$ cat src/fpcsc_pkg.sv
// shared types, constants and crc helper for the framed packet checker
package fpcsc_pkg;

  localparam int MaxPayload = 64;
  localparam int LenW       = 7;

  localparam logic [7:0]  SyncA      = 8'h53;
  localparam logic [7:0]  SyncB      = 8'h41;
  localparam logic [15:0] CrcPoly    = 16'h1021;
  localparam logic [15:0] TimeoutRst = 16'd100;
  localparam logic [15:0] CrcInitRst = 16'hFFFF;

  localparam logic CMD_BYTE = 1'b0;
  localparam logic CMD_TICK = 1'b1;

  localparam logic CFG_TIMEOUT  = 1'b0;
  localparam logic CFG_CRC_INIT = 1'b1;

  typedef enum logic [1:0] {
    EV_GOOD    = 2'd0,
    EV_CRCFAIL = 2'd1,
    EV_TIMEOUT = 2'd2
  } event_t;

  typedef enum logic [2:0] {
    PH_HUNT1 = 3'd0,
    PH_HUNT2 = 3'd1,
    PH_SEQ   = 3'd2,
    PH_CMD   = 3'd3,
    PH_LEN   = 3'd4,
    PH_DATA  = 3'd5,
    PH_CRCH  = 3'd6,
    PH_CRCL  = 3'd7
  } phase_t;

  typedef struct packed {
    logic       cmd;
    logic [7:0] rx_byte;
  } item_t;

  typedef struct packed {
    logic [1:0]      event_res;
    logic [7:0]      pkt_seq;
    logic [7:0]      pkt_cmd;
    logic [LenW-1:0] pkt_len;
    logic [15:0]     rx_crc;
    logic            seq_mismatch;
    logic [31:0]     good_total;
    logic [31:0]     crc_fail_total;
    logic [31:0]     timeout_total;
    logic [31:0]     seq_fail_total;
  } result_t;

  // one byte of crc16-ccitt, msb first
  function automatic logic [15:0] crc_feed(input logic [15:0] crc_in, input logic [7:0] b);
    logic [15:0] c;
    c = crc_in ^ {b, 8'h00};
    for (int k = 0; k < 8; k++) begin
      if (c[15]) c = {c[14:0], 1'b0} ^ CrcPoly;
      else       c = {c[14:0], 1'b0};
    end
    return c;
  endfunction

endpackage

$ cat src/framed_packet_crc_seq_checker_core.sv
// framed packet checker: sync hunt, crc16-ccitt, sequence check and event counters
// Takes one transaction per clock unless stalled: a received byte (cmd 0) or a millisecond
// tick (cmd 1). Bytes are framed as 0x53 0x41, seq, cmd, len, len payload bytes and a crc
// trailer, high byte first; the crc is updated a byte per cycle, unless stalled, in the
// state register path. A finished packet or a timeout gives one result, with the event
// counters as they stand after that event. Results pass through an output register backed
// by a skid register, so item_stall rises only when both are full. Configuration writes
// are always ready and should only be made while no result is outstanding.
module framed_packet_crc_seq_checker_core (
  input  logic               clk,
  input  logic               rst,
  input  logic               item_valid,
  output logic               item_stall,
  input  fpcsc_pkg::item_t   item,
  output logic               res_valid,
  input  logic               res_stall,
  output fpcsc_pkg::result_t res,
  input  logic               cfg_valid,
  output logic               cfg_ready,
  input  logic               cfg_index,
  input  logic [15:0]        cfg_data
);
  import fpcsc_pkg::*;

  logic [15:0]     timeout_limit;
  logic [15:0]     crc_init;
  phase_t          phase, phase_next;
  logic [15:0]     run_crc, run_crc_next;
  logic [LenW-1:0] payload_left, payload_left_next;
  logic [7:0]      hold_seq, hold_seq_next;
  logic [7:0]      hold_cmd, hold_cmd_next;
  logic [LenW-1:0] hold_len, hold_len_next;
  logic [7:0]      crc_high, crc_high_next;
  logic [7:0]      prev_seq, prev_seq_next;
  logic            first_pending, first_pending_next;
  logic [15:0]     idle_ticks, idle_ticks_next, idle_inc;
  logic [31:0]     good_cnt, good_cnt_next;
  logic [31:0]     fail_cnt, fail_cnt_next;
  logic [31:0]     tmo_cnt, tmo_cnt_next;
  logic [31:0]     seqf_cnt, seqf_cnt_next;

  logic            item_acc, res_acc;
  logic            emit;
  result_t         emit_res;
  logic            skid_valid;
  result_t         skid;
  logic [15:0]     crc_byte;
  logic [15:0]     rcrc;

  assign cfg_ready  = 1'b1;
  assign item_stall = skid_valid;
  assign item_acc   = item_valid && !item_stall;
  assign res_acc    = res_valid && !res_stall;

  assign crc_byte = crc_feed(run_crc, item.rx_byte);
  assign idle_inc = (idle_ticks == 16'hFFFF) ? idle_ticks : idle_ticks + 16'd1;
  assign rcrc     = {crc_high, item.rx_byte};

  always_comb begin
    phase_next         = phase;
    run_crc_next       = run_crc;
    payload_left_next  = payload_left;
    hold_seq_next      = hold_seq;
    hold_cmd_next      = hold_cmd;
    hold_len_next      = hold_len;
    crc_high_next      = crc_high;
    prev_seq_next      = prev_seq;
    first_pending_next = first_pending;
    idle_ticks_next    = idle_ticks;
    good_cnt_next      = good_cnt;
    fail_cnt_next      = fail_cnt;
    tmo_cnt_next       = tmo_cnt;
    seqf_cnt_next      = seqf_cnt;
    emit               = 1'b0;
    emit_res           = '0;

    if (item.cmd == CMD_TICK) begin
      idle_ticks_next = idle_inc;
      if (phase != PH_HUNT1 && idle_inc > timeout_limit) begin
        tmo_cnt_next      = tmo_cnt + 32'd1;
        phase_next        = PH_HUNT1;
        payload_left_next = '0;
        hold_seq_next     = '0;
        hold_cmd_next     = '0;
        hold_len_next     = '0;
        crc_high_next     = '0;
        idle_ticks_next   = '0;
        emit              = 1'b1;
        emit_res.event_res = EV_TIMEOUT;
      end
    end else begin
      idle_ticks_next = '0;
      case (phase)
        PH_HUNT1: begin
          if (item.rx_byte == SyncA) phase_next = PH_HUNT2;
        end
        PH_HUNT2: begin
          if (item.rx_byte == SyncB) begin
            phase_next   = PH_SEQ;
            run_crc_next = crc_init;
          end else if (item.rx_byte != SyncA) begin
            phase_next = PH_HUNT1;
          end
        end
        PH_SEQ: begin
          hold_seq_next = item.rx_byte;
          run_crc_next  = crc_byte;
          phase_next    = PH_CMD;
        end
        PH_CMD: begin
          hold_cmd_next = item.rx_byte;
          run_crc_next  = crc_byte;
          phase_next    = PH_LEN;
        end
        PH_LEN: begin
          if (item.rx_byte > 8'(MaxPayload)) begin
            // oversize length drops the frame quietly
            phase_next        = PH_HUNT1;
            payload_left_next = '0;
            hold_seq_next     = '0;
            hold_cmd_next     = '0;
            hold_len_next     = '0;
            crc_high_next     = '0;
          end else begin
            hold_len_next     = item.rx_byte[LenW-1:0];
            payload_left_next = item.rx_byte[LenW-1:0];
            run_crc_next      = crc_byte;
            phase_next        = (item.rx_byte != 8'd0) ? PH_DATA : PH_CRCH;
          end
        end
        PH_DATA: begin
          run_crc_next = crc_byte;
          if (payload_left <= LenW'(1)) begin
            payload_left_next = '0;
            phase_next        = PH_CRCH;
          end else begin
            payload_left_next = payload_left - LenW'(1);
          end
        end
        PH_CRCH: begin
          crc_high_next = item.rx_byte;
          phase_next    = PH_CRCL;
        end
        PH_CRCL: begin
          phase_next       = PH_HUNT1;
          emit             = 1'b1;
          emit_res.pkt_seq = hold_seq;
          emit_res.pkt_cmd = hold_cmd;
          emit_res.pkt_len = hold_len;
          emit_res.rx_crc  = rcrc;
          if (rcrc == run_crc) begin
            emit_res.event_res = EV_GOOD;
            good_cnt_next      = good_cnt + 32'd1;
            if (first_pending) begin
              first_pending_next = 1'b0;
            end else if (hold_seq != prev_seq + 8'd1) begin
              emit_res.seq_mismatch = 1'b1;
              seqf_cnt_next         = seqf_cnt + 32'd1;
            end
            prev_seq_next = hold_seq;
          end else begin
            emit_res.event_res = EV_CRCFAIL;
            fail_cnt_next      = fail_cnt + 32'd1;
          end
        end
        default: phase_next = PH_HUNT1;
      endcase
    end

    emit_res.good_total     = good_cnt_next;
    emit_res.crc_fail_total = fail_cnt_next;
    emit_res.timeout_total  = tmo_cnt_next;
    emit_res.seq_fail_total = seqf_cnt_next;
  end

  always_ff @(posedge clk) begin
    if (rst) begin
      timeout_limit <= TimeoutRst;
      crc_init      <= CrcInitRst;
    end else if (cfg_valid && cfg_ready) begin
      case (cfg_index)
        CFG_TIMEOUT:  timeout_limit <= cfg_data;
        CFG_CRC_INIT: crc_init      <= cfg_data;
        default: ;
      endcase
    end
  end

  always_ff @(posedge clk) begin
    if (rst) begin
      phase         <= PH_HUNT1;
      run_crc       <= CrcInitRst;
      payload_left  <= '0;
      hold_seq      <= '0;
      hold_cmd      <= '0;
      hold_len      <= '0;
      crc_high      <= '0;
      prev_seq      <= '0;
      first_pending <= 1'b1;
      idle_ticks    <= '0;
      good_cnt      <= '0;
      fail_cnt      <= '0;
      tmo_cnt       <= '0;
      seqf_cnt      <= '0;
    end else if (item_acc) begin
      phase         <= phase_next;
      run_crc       <= run_crc_next;
      payload_left  <= payload_left_next;
      hold_seq      <= hold_seq_next;
      hold_cmd      <= hold_cmd_next;
      hold_len      <= hold_len_next;
      crc_high      <= crc_high_next;
      prev_seq      <= prev_seq_next;
      first_pending <= first_pending_next;
      idle_ticks    <= idle_ticks_next;
      good_cnt      <= good_cnt_next;
      fail_cnt      <= fail_cnt_next;
      tmo_cnt       <= tmo_cnt_next;
      seqf_cnt      <= seqf_cnt_next;
    end
  end

  // output register with skid behind it
  always_ff @(posedge clk) begin
    if (rst) begin
      res_valid  <= 1'b0;
      skid_valid <= 1'b0;
    end else begin
      if (!res_valid || res_acc) begin
        if (skid_valid) begin
          res_valid  <= 1'b1;
          skid_valid <= 1'b0;
        end else begin
          res_valid <= item_acc && emit;
        end
      end else if (item_acc && emit) begin
        skid_valid <= 1'b1;
      end
    end
  end

  always_ff @(posedge clk) begin
    if (!res_valid || res_acc) begin
      if (skid_valid) res <= skid;
      else if (item_acc && emit) res <= emit_res;
    end
    if (res_valid && !res_acc && item_acc && emit) skid <= emit_res;
  end

`ifndef SYNTH
  a_skid_behind_out : assert property (@(posedge clk) disable iff (rst)
    skid_valid |-> res_valid)
    else $error("skid register holds a transaction with output register empty");

  a_trailer_ends_frame : assert property (@(posedge clk) disable iff (rst)
    (item_acc && item.cmd == CMD_BYTE && phase == PH_CRCL) |=> (phase == PH_HUNT1 && res_valid))
    else $error("crc trailer did not return framer to hunt with a result");

  a_byte_clears_idle : assert property (@(posedge clk) disable iff (rst)
    (item_acc && item.cmd == CMD_BYTE) |=> (idle_ticks == 16'd0))
    else $error("received byte did not clear idle tick count");

  a_first_sticky : assert property (@(posedge clk) disable iff (rst)
    !first_pending |=> !first_pending)
    else $error("first packet flag set again outside reset");
`endif

endmodule
$ cat config.mk
export PLATFORM = sky130hd
export DESIGN_NAME = framed_packet_crc_seq_checker_core
export DESIGN_NICKNAME = d
export VERILOG_FILES = /design/src/fpcsc_pkg.sv /design/src/framed_packet_crc_seq_checker_core.sv
export SDC_FILE = /design/constraint.sdc
export NUM_CORES = 1
export LEC_CHECK = 0
export BUFFER_PORTS_ARGS = -buffer_cell sky130_fd_sc_hd__buf_2
export CORE_UTILIZATION = 35
export DETAILED_ROUTE_END_ITERATION = 8
export GPL_TIMING_DRIVEN = 0
export PLACE_DENSITY = 0.54
export SYNTH_ARGS = -nofsm -noshare
export SYNTH_HDL_FRONTEND = slang
export SYNTH_SLANG_ARGS = --single-unit
$ cat constraint.sdc
create_clock -name clk -period 41.1 [get_ports clk]
set_clock_uncertainty 0.15 [all_clocks]
set_input_delay 4.11 -clock clk [delete_from_list [all_inputs] [get_ports clk]]
set_output_delay 4.11 -clock clk [all_outputs]
set_load 0.02 [all_outputs]
==> results.json <==
{
  "viasPerCell": 5.517,
  "nets": 3003,
  "cts_buffers": 69,
  "initial_utilization_pct": 35.28,
  "seqCellArea_um2": 15090,
  "ys_types": 87,
  "synthArstFlopShare_pct": 0,
  "p_per_area_nw_per_um2": 38.94,
  "io_buffer_count": 196,
  "worst_setup_path_start_kind": "primary input",
  "grt_pass1_wl_mm": 130.5,
  "cp_data_required_time_ns": 41.26,
  "period_needed_ns": 8.330,
  "drv_slew": 0,
  "crit_path_start": "item[8]",
  "synth_edf_count": 340,
  "clkSinkCount": 584,
  "yosysTopAreaCell": "edfxtp_1",
  "dieArea_um2": 80620,
  "fillers": 7715,
  "wl_per_cell_um": 21.26,
  "cp-end-kind": "register",
  "routed_wl_mm": 86.19,
  "fin_setup_tns_ns": 0,
  "cts_tree": "done",
  "grt_max_degree": 33,
  "gp_congestion": 0.8850,
  "cts_resized": 0,
  "max_cap_viol_count": 0,
  "num_rows": 103,
  "worstSetupPathType": "in -> reg",
  "timing.rr.start": "idle_ticks[2]$_SDFFE_PP0P_",
  "syn_area_per_cell_um2": 10.44,
  "p_leak_uw": 0.01130,
  "cts.path.max_buffers": 3,
  "synth_ff_type": "edfxtp_1",
  "outcome": "complete, no violations",
  "worstPathArrival_ns": 8.49,
  "cts_max_level": 3,
  "hold_class": "reg -> reg",
  "grt_pass1_vias": 21490,
  "path_max_fanout": 30,
  "worstSkewPairLatency_ns": 0.63,
  "ir_worst_vdd_mv": 0.02312,
  "holdWs_ns": 0.3052,
  "cts_setup_buffers": 0,
  "ys_ff_latch": 584,
  "core-area_um2": 78870,
  "synth_top_area_share_pct": 36.70,
  "synthCells": 2664,
  "grt_setup_unrepaired": "no",
  "tightest_slew_ns": 1.202,
  "final_cell_mix": "edfxtp_1, nand2_1, dfxtp_1, buf_2, nor2_1",
  "multi_input_area_um2": 11890,
  "yosys_warnings": 0,
  "netlist_area_um2": 27820,
  "ioPinCount": 204,
  "netlist_top_cells_area": "edfxtp_1, dfxtp_1, mux2_2",
  "root_buffer": "clkbuf_16",
  "fin_crit_sh_pct": 20.27,
  "final_hold_viol_count": 0,
  "mostFrequentLayoutCell": "edfxtp_1",
  "clock.fmax_mhz": 120.0,
  "setup_viol": 0,
  "drc_errors": 0,
  "min_from": "hold_cmd[2]$_SDFFE_PP0P_",
  "die_w_um": 283.9,
  "drt_iter0_drc": 2098,
  "ant_nets": 0,
  "syn_to_final_growth_pct": 17.77,
  "clk_pin_slew_ns": 0.06,
  "ys_seq_area_share_pct": 54.25,
  "antenna_found_initial": 4,
  "final_layout_size_suffix_gt1_share_pct": 16.52,
  "grt_overflow_total": 0,
  "groute.usage.overall_pct": 20.84,
  "dp_hpwl_mm": 62.42,
  "vias": 22370,
  "relSlewSlack_pct": 19.84,
  "drt_pass1_iterations": 6,
  "ctsHoldBuffers": 0,
  "die_h_um": 283.9,
  "synth_nets": 2719
}
## cell type report
type | instances | area share, %
inverter | 43 | 0.4926
clock inverter | 39 | 1.153
sequential | 584 | 46.07
buffer | 175 | 2.150
clock buffer | 87 | 5.858
timing repair buffer | 213 | 3.987
tap | 1050 | 4.010
antenna | 1 | 0.007637
multi-input combinational | 1862 | 36.27
## power breakdown
| part | internal (µW) | switching (µW) | total (µW) |
|---|---|---|---|
| Clock | 375 | 252 | 627 |
| Combinational | 8.21 | 24.3 | 32.5 |
| Sequential | 614 | 1.72 | 616 |
## through the flow
step | area [µm²] | instances | utilization, % | power, µW | setup slack [ns]
after global routing | 32760 | 4053 | 41.54 | 1314 | 32.65
after floorplan | 27820 | 2664 | - | 646.2 | 22.47
after CTS | 32760 | 4053 | 41.54 | 1288 | 32.83
after detailed placement | 30470 | 3927 | 38.63 | 660.6 | 32.21
after global placement | 30120 | 3910 | 38.18 | 660.0 | 14.59
final | 32770 | 4054 | 41.54 | 1276 | 32.77
## sequential cells by signal, summed over array words and instances (netlist names), 8 cells and up
| register | cells |
|---|---|
| skid | 170 |
| run_crc | 16 |
| tmo_cnt | 32 |
| prev_seq | 8 |
| res | 170 |
| seqf_cnt | 32 |
| hold_cmd | 8 |
| fail_cnt | 32 |
| hold_seq | 8 |
| timeout_limit | 16 |
| crc_init | 16 |
| good_cnt | 32 |
| idle_ticks | 16 |
| crc_high | 8 |
## cell families after synthesis
logic type               count (synthesis)  share of synthesized area (%)
multiplexers                           125                          4.929
AO/OA/AOI/OAI                          516                          12.24
buffers and inverters                  218                          3.112
XOR/XNOR                               160                          5.037
flip-flops                             584                          54.25
AND/OR/NAND/NOR                       1036                          19.34
other                                    1                        0.01348
adder cells (fa/ha/maj)                 24                          1.079
## Yosys cell counts, types with 41 or more instances
| library cell | instances |
|---|---|
| dfxtp_1 | 244 |
| or3_1 | 92 |
| nand3_1 | 120 |
| or4_1 | 70 |
| clkbuf_1 | 132 |
| nor4_1 | 44 |
| xnor2_1 | 87 |
| mux2_2 | 96 |
| edfxtp_1 | 340 |
| xor2_1 | 73 |
| nor2_1 | 159 |
| inv_1 | 41 |
| a31oi_1 | 58 |
| o31ai_1 | 70 |
| nor3_1 | 58 |
| a21oi_1 | 124 |
| and2_1 | 42 |
| nand2_1 | 283 |
| o21ai_0 | 96 |
## path summary, 6_finish.rpt
check | endpoint | slack (ns) | cells past startpoint
setup / recovery | res[141]$_DFFE_PP_ | 32.77 | 10
setup reg to reg | res[141]$_DFFE_PP_ | 34.08 | 20
hold / removal | hold_cmd[2]$_SDFFE_PP0P_ | 0.31 | 2
hold reg to reg | hold_cmd[2]$_SDFFE_PP0P_ | 0.31 | 2
## worst max-delay path, cell delays in order
cell,delay [ns]
clkbuf_1,0.28
nor2_1,0.75
clkbuf_1,0.77
clkbuf_1,0.42
o21ai_0,0.38
a21boi_4,0.83
buf_12,0.29
buf_12,0.21
buf_16,0.20
buf_16,0.17
## routing by layer
metal  GRT usage (%)  vias to the layer above  wire length (µm)  part of all wire (%)
li1                -                    10510                 -                     -
met1           28.72                    10950             38940                    45
met2           33.19                      787             39530                    46
met3           3.441                      120              5494                   6.4
met4           6.770                        0              2219                   2.6
met5               0                        -                 0                     0
(Power assumes the default switching activity.)
